## src/tchp_pkg.sv

```systemverilog
// ----------------------------------------------------------------------------
// tchp_pkg
// shared types and constants of the three-channel heater controller
// ----------------------------------------------------------------------------
`default_nettype none

package tchp_pkg;

   localparam int TEMP_W  = 12;
   localparam int ERR_W   = 13;
   localparam int GAIN_W  = 16;
   localparam int SP_W    = 11;
   localparam int DUTY_W  = 10;
   localparam int ACC_W   = 40;   // serial product / term width
   localparam int INT_W   = 24;
   localparam int DER_W   = 32;
   localparam int CSR_W   = 16;
   localparam int CSR_IDX_W = 3;

   localparam logic [CSR_IDX_W-1:0] CSR_PROP_GAIN  = 3'd0;
   localparam logic [CSR_IDX_W-1:0] CSR_INTEG_GAIN = 3'd1;
   localparam logic [CSR_IDX_W-1:0] CSR_DERIV_GAIN = 3'd2;
   localparam logic [CSR_IDX_W-1:0] CSR_SET_POINT  = 3'd3;
   localparam logic [CSR_IDX_W-1:0] CSR_HIGH_LIMIT = 3'd4;
   localparam logic [CSR_IDX_W-1:0] CSR_LOW_LIMIT  = 3'd5;
   localparam logic [CSR_IDX_W-1:0] CSR_MAX_DUTY   = 3'd6;
   localparam logic [CSR_IDX_W-1:0] CSR_LOW_DUTY   = 3'd7;

   localparam logic signed [ACC_W-1:0] PCT_FULL = 40'sd6553600;

   typedef enum logic [2:0] {
      ST_IDLE,
      ST_MUL,
      ST_DIV,
      ST_SCALE,
      ST_DONE
   } state_type;

endpackage : tchp_pkg

`default_nettype wire

```

## src/three_channel_heater_pid.sv

```systemverilog
// ----------------------------------------------------------------------------
// three_channel_heater_pid
// per-channel pid heater controller with clamped integral and filtered
// derivative, computed with bit-serial multipliers and dividers
// ----------------------------------------------------------------------------
// channel  direction  handshake          payload
// req      in         req_valid/stall    req_temp_a/b/c, req_heating_on
// rsp      out        rsp_valid/stall    rsp_duty_a/b/c, rsp_temps_ok
// csr      in         csr_write_en       csr_index, csr_data
//
// a beat is worked channel by channel: three shift-add multiplies run
// together, then a 40-step restoring divide by 20 (derivative filter), a
// 20-step divide by the set point (deviation check) and a 17-step divide
// by 100 (duty scaling), all one bit per cycle; ST_DONE then loads the
// output register, and the next beat is taken in ST_IDLE once the result
// has left
// reset (synchronous) restores the register defaults and controller state
// a result waits in the output register while rsp_stall is high; the next
// req beat is taken only after that result has left
// ----------------------------------------------------------------------------
`default_nettype none

module three_channel_heater_pid #(
   parameter int HI_DUTY       = 90,
   parameter int DEVIATION_PCT = 5
) (
   input  wire logic                               clock,
   input  wire logic                               reset,
   input  wire logic                               req_valid,
   output logic                                    req_stall,
   input  wire logic signed [tchp_pkg::TEMP_W-1:0] req_temp_a,
   input  wire logic signed [tchp_pkg::TEMP_W-1:0] req_temp_b,
   input  wire logic signed [tchp_pkg::TEMP_W-1:0] req_temp_c,
   input  wire logic                               req_heating_on,
   output logic                                    rsp_valid,
   input  wire logic                               rsp_stall,
   output logic [tchp_pkg::DUTY_W-1:0]             rsp_duty_a,
   output logic [tchp_pkg::DUTY_W-1:0]             rsp_duty_b,
   output logic [tchp_pkg::DUTY_W-1:0]             rsp_duty_c,
   output logic                                    rsp_temps_ok,
   input  wire logic                               csr_write_en,
   input  wire logic [tchp_pkg::CSR_IDX_W-1:0]     csr_index,
   input  wire logic [tchp_pkg::CSR_W-1:0]         csr_data
);
   import tchp_pkg::*;

   localparam int NCH   = 3;
   localparam int DIV_W = ACC_W;

   // last count of each divide: the count right after its final step
   localparam logic [5:0] DER_DONE = 6'd41;
   localparam logic [5:0] DEV_DONE = 6'd21;
   localparam logic [5:0] SCL_DONE = 6'd19;

   // configuration registers
   logic [GAIN_W-1:0]        prop_gain_ff, integ_gain_ff, deriv_gain_ff;
   logic [SP_W-1:0]          set_point_ff;
   logic signed [TEMP_W-1:0] high_limit_ff, low_limit_ff;
   logic [DUTY_W-1:0]        max_duty_ff, low_duty_ff;

   always_ff @(posedge clock) begin
      if (reset) begin
         prop_gain_ff  <= 16'd256;
         integ_gain_ff <= '0;
         deriv_gain_ff <= '0;
         set_point_ff  <= 11'd100;
         high_limit_ff <= 12'sd2047;
         low_limit_ff  <= -12'sd2048;
         max_duty_ff   <= 10'd100;
         low_duty_ff   <= '0;
      end else if (csr_write_en) begin
         unique case (csr_index)
            CSR_PROP_GAIN:  prop_gain_ff  <= csr_data;
            CSR_INTEG_GAIN: integ_gain_ff <= csr_data;
            CSR_DERIV_GAIN: deriv_gain_ff <= csr_data;
            CSR_SET_POINT:  set_point_ff  <= csr_data[SP_W-1:0];
            CSR_HIGH_LIMIT: high_limit_ff <= csr_data[TEMP_W-1:0];
            CSR_LOW_LIMIT:  low_limit_ff  <= csr_data[TEMP_W-1:0];
            CSR_MAX_DUTY:   max_duty_ff   <= csr_data[DUTY_W-1:0];
            CSR_LOW_DUTY:   low_duty_ff   <= csr_data[DUTY_W-1:0];
         endcase
      end
   end

   // controller state per channel
   logic signed [ERR_W-1:0] err_now_ff [NCH];
   logic [INT_W-1:0]        integ_ff   [NCH];
   logic signed [DER_W-1:0] deriv_ff   [NCH];
   logic [DUTY_W-1:0]       held_ff    [NCH];
   logic                    first_ff;

   // captured beat
   logic signed [TEMP_W-1:0] temp_ff [NCH];
   logic                     heat_ff;

   // sequencer
   state_type state_ff, state_in;
   logic [1:0] ch_ff;
   logic [5:0] cnt_ff;
   logic [1:0] phase_ff;   // within ST_DIV: 0 deriv, 1 deviation

   // serial multiplier operands: gain bits shift out lsb first
   logic [GAIN_W-1:0]       mgp_ff, mgi_ff, mgd_ff;
   logic signed [ACC_W-1:0] mcp_ff, mci_ff, mcd_ff;   // shifted multiplicands
   logic signed [ACC_W-1:0] accp_ff, acci_ff, accd_ff;

   // serial divider (restoring, unsigned magnitude)
   logic [DIV_W-1:0] dq_ff;       // dividend shifting into quotient
   logic [DIV_W-1:0] drem_ff;
   logic [DIV_W-1:0] ddiv_ff;
   logic             dneg_ff;
   logic             ok_ff;
   logic signed [ERR_W-1:0] err_ff;

   // output register
   logic [DUTY_W-1:0] out_duty_ff [NCH];
   logic              out_ok_ff;
   logic              rsp_valid_ff;
   logic [6:0]        pct_ff;

   logic signed [TEMP_W-1:0] temp_cur;
   logic signed [ERR_W-1:0]  err_cur;
   logic signed [ERR_W:0]    diff_cur;
   logic [ERR_W-1:0]         mag_cur;
   logic [DIV_W-1:0]         rem_try;
   logic signed [ACC_W-1:0]  delta_cur, integ_sum, duty_sum, d_new;
   logic signed [ACC_W-1:0]  q_signed;
   logic [16:0]              s_wide;
   logic [DUTY_W-1:0]        s_cur, duty_next;
   logic                     take;

   assign temp_cur = temp_ff[ch_ff];
   assign err_cur  = (heat_ff ? $signed({2'b00, set_point_ff}) : 13'sd0)
                     - ERR_W'(temp_cur);
   // error step spans twice the error range
   assign diff_cur = first_ff ? '0
                     : (ERR_W+1)'(err_cur) - (ERR_W+1)'(err_now_ff[ch_ff]);
   assign mag_cur  = err_cur[ERR_W-1] ? ERR_W'(-err_cur) : ERR_W'(err_cur);
   assign rem_try  = {drem_ff[DIV_W-2:0], dq_ff[DIV_W-1]} - ddiv_ff;

   assign take      = req_valid && !req_stall;
   assign req_stall = (state_ff != ST_IDLE) || rsp_valid_ff;

   // derivative delta and term sums
   assign delta_cur = accd_ff - ACC_W'(deriv_ff[ch_ff]);
   assign integ_sum = ACC_W'($signed({1'b0, integ_ff[ch_ff]})) + acci_ff;
   assign q_signed  = dneg_ff ? -$signed(dq_ff) : $signed(dq_ff);
   assign d_new     = ACC_W'(deriv_ff[ch_ff]) + q_signed;
   assign duty_sum  = accp_ff
                      + ((integ_sum < 0) ? 40'sd0 : (integ_sum > PCT_FULL) ? PCT_FULL
                                                                            : integ_sum)
                      + ACC_W'(deriv_ff[ch_ff]);
   assign s_wide    = 17'(dq_ff[16:0]);
   assign s_cur     = DUTY_W'(s_wide);

   always_comb begin
      if (s_wide > 17'(HI_DUTY) || s_wide > 17'(max_duty_ff)) duty_next = max_duty_ff;
      else if (s_cur < low_duty_ff) duty_next = '0;
      else duty_next = s_cur;
   end

   // next state
   always_comb begin
      state_in = state_ff;
      unique case (state_ff)
         ST_IDLE:  if (take) state_in = ST_MUL;
         ST_MUL:   if (cnt_ff == 6'd15) state_in = ST_DIV;
         ST_DIV:   if (cnt_ff == DEV_DONE && phase_ff == 2'd1) state_in = ST_SCALE;
         ST_SCALE: if (cnt_ff == SCL_DONE)
                      state_in = (ch_ff == 2'(NCH-1)) ? ST_DONE : ST_MUL;
         ST_DONE:  state_in = ST_IDLE;
         default:  state_in = ST_IDLE;
      endcase
   end

   always_ff @(posedge clock) begin
      if (reset) state_ff <= ST_IDLE;
      else state_ff <= state_in;
   end

   // datapath sequencing
   always_ff @(posedge clock) begin
      if (reset) begin
         first_ff     <= 1'b1;
         rsp_valid_ff <= 1'b0;
         cnt_ff       <= '0;
         ch_ff        <= '0;
         phase_ff     <= '0;
         for (int c = 0; c < NCH; c++) begin
            err_now_ff[c] <= '0;
            integ_ff[c]   <= '0;
            deriv_ff[c]   <= '0;
            held_ff[c]    <= 10'd100;
         end
      end else begin
         if (rsp_valid_ff && !rsp_stall) rsp_valid_ff <= 1'b0;
         unique case (state_ff)
            ST_IDLE: begin
               if (take) begin
                  temp_ff[0] <= req_temp_a;
                  temp_ff[1] <= req_temp_b;
                  temp_ff[2] <= req_temp_c;
                  heat_ff    <= req_heating_on;
                  ch_ff      <= '0;
                  ok_ff      <= 1'b1;
               end
               cnt_ff <= '0;
            end
            ST_MUL: begin
               // load on first step, then shift-add one gain bit per cycle
               if (cnt_ff == 6'd0) begin
                  err_ff  <= err_cur;
                  mcp_ff  <= ACC_W'(err_cur) <<< 9;
                  mci_ff  <= ACC_W'(err_cur) <<< 9;
                  mcd_ff  <= ACC_W'(diff_cur) <<< 9;
                  mgp_ff  <= prop_gain_ff >> 1;
                  mgi_ff  <= integ_gain_ff >> 1;
                  mgd_ff  <= deriv_gain_ff >> 1;
                  accp_ff <= prop_gain_ff[0]  ? ACC_W'(err_cur) <<< 8 : '0;
                  acci_ff <= integ_gain_ff[0] ? ACC_W'(err_cur) <<< 8 : '0;
                  accd_ff <= deriv_gain_ff[0] ? ACC_W'(diff_cur) <<< 8 : '0;
               end else begin
                  if (mgp_ff[0]) accp_ff <= accp_ff + mcp_ff;
                  if (mgi_ff[0]) acci_ff <= acci_ff + mci_ff;
                  if (mgd_ff[0]) accd_ff <= accd_ff + mcd_ff;
                  mgp_ff <= mgp_ff >> 1;
                  mgi_ff <= mgi_ff >> 1;
                  mgd_ff <= mgd_ff >> 1;
                  mcp_ff <= mcp_ff <<< 1;
                  mci_ff <= mci_ff <<< 1;
                  mcd_ff <= mcd_ff <<< 1;
               end
               if (cnt_ff == 6'd15) begin
                  cnt_ff   <= '0;
                  phase_ff <= '0;
               end else begin
                  cnt_ff <= cnt_ff + 6'd1;
               end
            end
            ST_DIV: begin
               if (cnt_ff == 6'd0) begin
                  drem_ff <= '0;
                  if (phase_ff == 2'd0) begin
                     // |delta| stays below 2^37 for gains and errors in range
                     dneg_ff <= delta_cur[ACC_W-1];
                     dq_ff   <= delta_cur[ACC_W-1] ? DIV_W'(-delta_cur)
                                                   : DIV_W'(delta_cur);
                     ddiv_ff <= DIV_W'(20);
                  end else begin
                     // 19-bit dividend at the top, 20 steps bring the quotient down
                     dneg_ff <= 1'b0;
                     dq_ff   <= DIV_W'(19'(mag_cur) * 19'(100)) << (DIV_W - 20);
                     ddiv_ff <= DIV_W'(set_point_ff);
                  end
                  cnt_ff <= 6'd1;
               end else if (phase_ff == 2'd0 && cnt_ff == DER_DONE) begin
                  // derivative quotient complete after 40 steps
                  deriv_ff[ch_ff] <= (d_new > 40'sh007FFFFFFF) ? 32'sh7FFFFFFF :
                                     (d_new < -40'sh0080000000) ? 32'sh80000000 :
                                     DER_W'(d_new);
                  cnt_ff   <= '0;
                  phase_ff <= 2'd1;
               end else if (phase_ff == 2'd1 && cnt_ff == DEV_DONE) begin
                  if (set_point_ff == '0 || dq_ff >= DIV_W'(DEVIATION_PCT)) ok_ff <= 1'b0;
                  cnt_ff <= '0;
               end else begin
                  if (rem_try[DIV_W-1] == 1'b0) begin
                     drem_ff <= rem_try;
                     dq_ff   <= {dq_ff[DIV_W-2:0], 1'b1};
                  end else begin
                     drem_ff <= {drem_ff[DIV_W-2:0], dq_ff[DIV_W-1]};
                     dq_ff   <= {dq_ff[DIV_W-2:0], 1'b0};
                  end
                  cnt_ff <= cnt_ff + 6'd1;
               end
            end
            ST_SCALE: begin
               if (cnt_ff == 6'd0) begin
                  pct_ff <= (duty_sum < 0) ? 7'd0 : (duty_sum > PCT_FULL) ? 7'd100
                                              : 7'(duty_sum >>> 16);
                  integ_ff[ch_ff] <= (integ_sum < 0) ? '0 : (integ_sum > PCT_FULL)
                                     ? INT_W'(PCT_FULL) : INT_W'(integ_sum);
                  err_now_ff[ch_ff] <= err_ff;
                  cnt_ff <= 6'd1;
               end else if (cnt_ff == 6'd1) begin
                  // 17-bit product at the top, 17 steps
                  dq_ff   <= DIV_W'(17'(pct_ff) * 17'(max_duty_ff)) << (DIV_W - 17);
                  drem_ff <= '0;
                  ddiv_ff <= DIV_W'(100);
                  cnt_ff  <= 6'd2;
               end else if (cnt_ff < SCL_DONE) begin
                  if (rem_try[DIV_W-1] == 1'b0) begin
                     drem_ff <= rem_try;
                     dq_ff   <= {dq_ff[DIV_W-2:0], 1'b1};
                  end else begin
                     drem_ff <= {drem_ff[DIV_W-2:0], dq_ff[DIV_W-1]};
                     dq_ff   <= {dq_ff[DIV_W-2:0], 1'b0};
                  end
                  cnt_ff <= cnt_ff + 6'd1;
               end else begin
                  if (temp_cur > high_limit_ff) held_ff[ch_ff] <= '0;
                  else if (temp_cur < low_limit_ff) held_ff[ch_ff] <= max_duty_ff;
                  else if (temp_cur < high_limit_ff) held_ff[ch_ff] <= duty_next;
                  cnt_ff <= '0;
                  ch_ff  <= ch_ff + 2'd1;
               end
            end
            ST_DONE: begin
               for (int c = 0; c < NCH; c++) out_duty_ff[c] <= held_ff[c];
               out_ok_ff    <= ok_ff;
               rsp_valid_ff <= 1'b1;
               first_ff     <= 1'b0;
            end
            default: ;
         endcase
      end
   end

   assign rsp_valid    = rsp_valid_ff;
   assign rsp_duty_a   = out_duty_ff[0];
   assign rsp_duty_b   = out_duty_ff[1];
   assign rsp_duty_c   = out_duty_ff[2];
   assign rsp_temps_ok = out_ok_ff;

endmodule : three_channel_heater_pid

`default_nettype wire

```

## config.mk

```make
export PLATFORM = sky130hd
export DESIGN_NAME = three_channel_heater_pid
export DESIGN_NICKNAME = d
export VERILOG_FILES = /design/src/tchp_pkg.sv /design/src/three_channel_heater_pid.sv
export SDC_FILE = /design/constraint.sdc
export NUM_CORES = 2
export LEC_CHECK = 0
export ABC_CLOCK_PERIOD_IN_PS = 10100
export BUFFER_PORTS_ARGS = -buffer_cell sky130_fd_sc_hd__buf_2
export CELL_PAD_IN_SITES_DETAIL_PLACEMENT = 0
export CELL_PAD_IN_SITES_GLOBAL_PLACEMENT = 2
export CORE_ASPECT_RATIO = 0.5
export CORE_MARGIN = 4
export CORE_UTILIZATION = 44
export CTS_BUF_LIST = sky130_fd_sc_hd__clkbuf_4 sky130_fd_sc_hd__clkbuf_8
export DETAILED_ROUTE_END_ITERATION = 10
export PLACE_DENSITY = 0.91
export SETUP_SLACK_MARGIN = 0.5
export SLEW_MARGIN = 20
export SYNTH_ARGS = -nofsm -noshare
export SYNTH_HDL_FRONTEND = slang
export SYNTH_SLANG_ARGS = --single-unit
```

## constraint.sdc

```tcl
create_clock -name clock -period 10.1 [get_ports clock]
set_input_delay 1.01 -clock clock [delete_from_list [all_inputs] [get_ports clock]]
set_output_delay 1.01 -clock clock [all_outputs]
set_load 0.01 [all_outputs]
```

# After elaboration in Yosys (flattened, before gate mapping)

Memory sizes are Yosys's and may differ from the RTL's. A register that Yosys moved wholly into a read port is not among the register bits.
Index checks and enable logic that the tools add are counted.

Flip-flop bits (word level): 549
Bits in latches: 0
Memory bits (writable): 303
Bits in read-only memories: 0
Output and inout port bits: 33
Memories kept: 6

Memory list:

| name        | depth | width | rd ports | clocked after memory_dff | write ports | RTL line                        | RTL |
|---|---|---|---|---|---|---|---|
| deriv_ff    | 3     | 32    | 1        | 1                        | 3           | three_channel_heater_pid.sv:88  | `logic signed [DER_W-1:0] deriv_ff [NCH];` |
| integ_ff    | 3     | 24    | 1        | 1                        | 3           | three_channel_heater_pid.sv:87  | `logic [INT_W-1:0] integ_ff [NCH];` |
| err_now_ff  | 3     | 13    | 1        | 1                        | 3           | three_channel_heater_pid.sv:86  | `logic signed [ERR_W-1:0] err_now_ff [NCH];` |
| temp_ff     | 3     | 12    | 1        | 1                        | 3           | three_channel_heater_pid.sv:93  | `logic signed [TEMP_W-1:0] temp_ff [NCH];` |
| held_ff     | 3     | 10    | 3        | 0                        | 3           | three_channel_heater_pid.sv:89  | `logic [DUTY_W-1:0] held_ff [NCH];` |
| out_duty_ff | 3     | 10    | 3        | 0                        | 3           | three_channel_heater_pid.sv:116 | `logic [DUTY_W-1:0] out_duty_ff [NCH];` |

$add $sub $neg: 16
Multiply operators: 2
Divide/modulo/power cells: 0
Magnitude comparators: 14
Eq/ne operators: 34
Shifts and indexed selects: 0
Multiplexer cells: 146
Bitwise operators: 3
Reductions and logical operators: 52

Operators with widths:

| kind                 | count |
|---|---|
| $mux 40              | 26 |
| $mux 39              | 7 |
| $add 40x40->40       | 4 |
| $pmux 40 s2          | 2 |
| $mux 32              | 3 |
| $gt 40x24->1 const B | 2 |
| $lt 40x1->1 const B  | 2 |
| $neg 40->40          | 2 |
| $pmux 39 s2          | 1 |
| $mux 24              | 3 |
| $mux 1               | 54 |
| $mux 10              | 5 |
| $mux 15              | 3 |
| $mux 6               | 7 |
| $add 25x40->40       | 1 |
| $add 32x40->40       | 1 |
| $add 40x32->40       | 1 |
| $ge 40x3->1 const B  | 1 |
| $gt 40x32->1 const B | 1 |
| $lt 40x32->1 const B | 1 |
| $sub 40x32->40       | 1 |
| $sub 40x40->40       | 1 |
| $mux 2               | 19 |
| $reduce_or 32->1     | 1 |
| other kinds (55)     | 118 |

# Depth between registers and ports, before layout

Depth after elaboration: 13
Depth in mapped cells: 39
Mapped depth without buffers: 35

# Worst setup path after synthesis

No wires, ideal clock.

Kind: reg2reg
Start: reg (tool-made name)
End: reg pct_ff[2] (data pin)
Arrival: 8.906 ns
Required time: 9.816 ns
Slack: 0.910 ns
Stages on the path, launching flop included: 37
Path buffers: 6
Clock period less this slack: 9.190 ns
Cell sequence: dfxtp_1 buf_6 buf_2 clkbuf_1 buf_1 mux4_2 ha_1 inv_1 fa_1 nor2b_1 o21a_1 o21ai_1 a211oi_1 o21a_1 o211a_1 nor3_1 nor2b_1 and2_1 o31ai_1 and4_1 clkbuf_1 clkbuf_1 and2_1 ha_1 ha_1 fa_1 a21oi_1 o21ai_0 a31o_2 a221oi_1 o21ai_0 a221oi_1 xor2_1 nor2_1 a2111o_1 nor4_1 a21boi_0

RTL lines:

| element              | RTL line                        | RTL |
|---|---|---|
| to (signal assigned) | three_channel_heater_pid.sv:279 | `pct_ff <= (duty_sum < 0) ? 7'd0 : (duty_sum > PCT_FULL) ? 7'd100` |
| to (decl)            | three_channel_heater_pid.sv:119 | `logic [6:0] pct_ff;` |

==> impl_metrics.json <==
{
  "finalWeightedCongestion": 0.917,
  "cts.clk_slew.worst_paths_ns": 0.07,
  "design.portCount": 94,
  "drcViolationCount": 0,
  "rsz0062_at_grt": "false",
  "yosysWarningCount": 0,
  "critical-path-slowest-cell": "sky130_fd_sc_hd__dfxtp_4",
  "status": "complete, no violations",
  "reg2reg_to": "dq_ff[39]$_DFFE_PP_",
  "drtIter0Drc": 3855,
  "grt_start_max_net_pins": 81,
  "timing.final.ws_setup_ns": 1.16,
  "logic_depth_of_the_worst_register_to_register_path": 35,
  "syn_avg_cell_area_um2": 9.96,
  "antenna_found_initial": 10,
  "worst-endpoint-required_ns": 10.68,
  "synth_cells": 5397,
  "cts_post_setup_buffers_inserted": 0,
  "dieArea_um2": 128000,
  "synth.lib_cells_used.distinct": 103,
  "postLayoutCoreUtil": 0.485,
  "die-width_um": 502,
  "netlist.top_cell.by_area": "sky130_fd_sc_hd__edfxtp_1",
  "post_synth_instance_area_um2": 53800,
  "vias_in_the_first_global_route": 41000,
  "syn2layout_area_growth_pct": 9.03,
  "grt_overflow_total": 0,
  "postSynth.asyncResetShare": 0,
  "report.final.slew_viol_count": 0,
  "max-clock-path-buffers": 3,
  "hold_depth": 1,
  "reg2reg_slack_ns": 1.16,
  "timing.critical_path.to_type": "flip-flop",
  "initial_utilization": 0.445,
  "numCtsBuffers": 121,
  "cellLeakagePower_nw": 23.4,
  "hold_path_class": "input pin to flip-flop",
  "detail_route.wirelength.met1_um": 72800,
  "cp_arrival_ns": 9.53,
  "dr_wl_met2_um": 69600,
  "synth.top_cells.by_area": "sky130_fd_sc_hd__edfxtp_1 (38%), sky130_fd_sc_hd__ha_1 (9.1%), sky130_fd_sc_hd__nand2_1 (4.8%), sky130_fd_sc_hd__dfxtp_1 (4.4%), sky130_fd_sc_hd__a21oi_1 (3.5%)",
  "final.period_utilization": 0.886,
  "slew_headroom": 0.180,
  "wl_met3_um": 13800,
  "drive_above_1_share": 0.0911,
  "cts_hold_bufs": 0,
  "route.detailed.vias_per_inst": 5.89,
  "achievable-frequency_ghz": 0.112,
  "hold_path_startpoint": "req_temp_a[11]",
  "setup_viols_final": 0,
  "drt.antenna.violating_nets": 0,
  "rows": 90,
  "dr.pass1.iters": 7,
  "postSynth.topFlopCell": "sky130_fd_sc_hd__edfxtp_1",
  "die_h_um": 255,
  "critical-path-max-stage-delay_ns": 0.60,
  "cp_max_fo": 64,
  "fin_setup_tns_ns": 0,
  "clk-insertion-delay-late_ns": 0.86,
  "grt_usage": 0.246,
  "worstHoldEndpoint": "temp_ff[0][11]$_DFFE_PP_",
  "clkSinkCount": 808,
  "hold_viol": 0,
  "finClkSkew_ns": 0.0579,
  "timing.max_cap.violations": 0,
  "drt-wirelength-per-cell_um": 22.3,
  "count_of_flip_flops_with_a_built_in_enable_after_synthesis": 689,
  "port_buffers": 93,
  "yosysSeqAreaShare": 0.429,
  "h-tree-depth": 3,
  "fillCellCount": 11400,
  "synth_top_cell_area_share": 0.385,
  "cts_tree": "built",
  "clock_tree.root_cell": "sky130_fd_sc_hd__clkbuf_8",
  "routed-via-count": 42200,
  "crit_type": "flip-flop to flip-flop",
  "maxUsedRoutingLayer": "met4",
  "num-nets-final": 5986,
  "yosys_register_bits": 808,
  "dp_hpwl_um": 117000,
  "power.density_nw_per_um2": 145,
  "layout_min_cycle_time_ns": 8.94,
  "drt_wl_total_um": 160000,
  "tightest_slew_ns": 1.22,
  "design.core.area_um2": 121000,
  "first_pass_grt_wire_length_um": 244000,
  "place_worst_setup_slack_ns": 0.548,
  "ir_drop_worst_vdd_v": 0.000106,
  "crit_path_start_kind": "flip-flop"
}
## how the worst max path moves through the flow
stage,start,to,slack [ns]
3_3_place_gp,flip-flop,pct_ff[6]$_SDFFCE_PN0P_,0.81
2_1_floorplan,flip-flop,pct_ff[2]$_SDFFCE_PN0P_,0.91
5_1_grt,flip-flop,pct_ff[5]$_SDFFCE_PN0P_,0.51
6_report,flip-flop,dq_ff[39]$_DFFE_PP_,1.16
4_1_cts,flip-flop,pct_ff[5]$_SDFFCE_PN0P_,0.62
3_5_place_dp,flip-flop,pct_ff[5]$_SDFFCE_PN0P_,0.55
## sequential cells by signal (all words and copies together) (netlist names), 29 cells and up, named ones only
register,flops
drem_ff,39
acci_ff,32
mci_ff,29
held_ff,30
integ_ff,96
err_now_ff,52
dq_ff,40
out_duty_ff,30
accp_ff,32
mcd_ff,31
deriv_ff,128
temp_ff,36
accd_ff,32
## cell type report
class | count | area, um2 | area share
tap | 1610 | 2010 | 0.0344
multi-input combinational | 4055 | 28800 | 0.492
antenna | 2 | 5.00 | 0.0000854
sequential | 808 | 23100 | 0.394
timing repair buffer | 155 | 946 | 0.0161
clock inverter | 66 | 601 | 0.0102
inverter | 308 | 1160 | 0.0197
clock buffer | 161 | 2000 | 0.0341
## synthesized netlist by cell type, types with 113 or more instances
| master | n |
|---|---|
| sky130_fd_sc_hd__a21o_1 | 166 |
| sky130_fd_sc_hd__xor2_1 | 124 |
| sky130_fd_sc_hd__nor2_1 | 308 |
| sky130_fd_sc_hd__edfxtp_1 | 689 |
| sky130_fd_sc_hd__inv_1 | 308 |
| sky130_fd_sc_hd__nand2_1 | 684 |
| sky130_fd_sc_hd__ha_1 | 389 |
| sky130_fd_sc_hd__a21oi_1 | 372 |
| sky130_fd_sc_hd__nor3_1 | 172 |
| sky130_fd_sc_hd__o21ai_0 | 268 |
| sky130_fd_sc_hd__dfxtp_1 | 119 |
| sky130_fd_sc_hd__and3_1 | 125 |
| sky130_fd_sc_hd__xnor2_1 | 204 |
| sky130_fd_sc_hd__and2_1 | 113 |
| sky130_fd_sc_hd__clkbuf_1 | 207 |
## through the flow
stage / total power [mW] / area, um2 / hold slack, ns / cells
floorplan: 5.09 / 53900 / 0.400 / 5418
global placement: 5.56 / 55900 / 0.401 / 6935
detailed placement: 5.59 / 56000 / 0.405 / 6935
CTS: 8.55 / 58600 / 0.241 / 7162
global route: 8.89 / 58600 / 0.259 / 7165
finish: 8.50 / 58600 / 0.328 / 7165
## metal layers
metal,vias to the layer above,GRT usage
li1,19800,-
met1,20800,0.352
met2,1410,0.383
met3,218,0.0555
met4,0,0.0557
met5,-,0
## logic make-up after synthesis
kind of cell | count (synthesis) | synth area share
other | 2 | 0.000140
AND/OR/NAND/NOR | 1825 | 0.164
flip-flops | 808 | 0.429
XOR/XNOR | 329 | 0.0537
adder cells (fa/ha/maj) | 476 | 0.123
buffers and inverters | 555 | 0.0394
AO/OA/AOI/OAI | 1292 | 0.154
multiplexers | 110 | 0.0366
## worst max-delay path: cells and delay by family, from the launching register on
family          cells  cell delay, ns
buf+inv             6            1.03
xor+xnor            2            0.59
simple gates        4            0.87
compound gates     16            3.31
flops               1            0.60
mux                 1            0.20
fa+ha+maj           6            1.99
## power breakdown
group	switching (mW)	internal (mW)
Combinational	1.09	0.655
Clock	1.43	1.53
Sequential	0.0575	3.73
Total	2.58	5.92
## layout by cell type, fill, tap and decap left out, types with 51 or more instances in the layout
cell type / instances
sky130_fd_sc_hd__edfxtp_1: 689
sky130_fd_sc_hd__nand2_1: 680
sky130_fd_sc_hd__ha_1: 389
sky130_fd_sc_hd__a21oi_1: 370
sky130_fd_sc_hd__inv_1: 308
sky130_fd_sc_hd__nor2_1: 304
sky130_fd_sc_hd__o21ai_0: 268
sky130_fd_sc_hd__xnor2_1: 201
sky130_fd_sc_hd__nor3_1: 167
sky130_fd_sc_hd__a21o_1: 166
sky130_fd_sc_hd__clkbuf_8: 126
sky130_fd_sc_hd__and3_1: 125
sky130_fd_sc_hd__xor2_1: 124
sky130_fd_sc_hd__dfxtp_1: 117
sky130_fd_sc_hd__and2_1: 112
sky130_fd_sc_hd__nand3_1: 92
sky130_fd_sc_hd__buf_2: 92
sky130_fd_sc_hd__fa_1: 87
sky130_fd_sc_hd__nand2b_1: 71
sky130_fd_sc_hd__mux4_2: 69
sky130_fd_sc_hd__buf_4: 62
sky130_fd_sc_hd__o21a_1: 57
sky130_fd_sc_hd__nand4_1: 51
## timing repair
action,CTS,global route
gates cloned,0,0
gates resized for setup,1,5
endpoints found under the setup margin,3,7
Power figures use the tool's default switching activity.
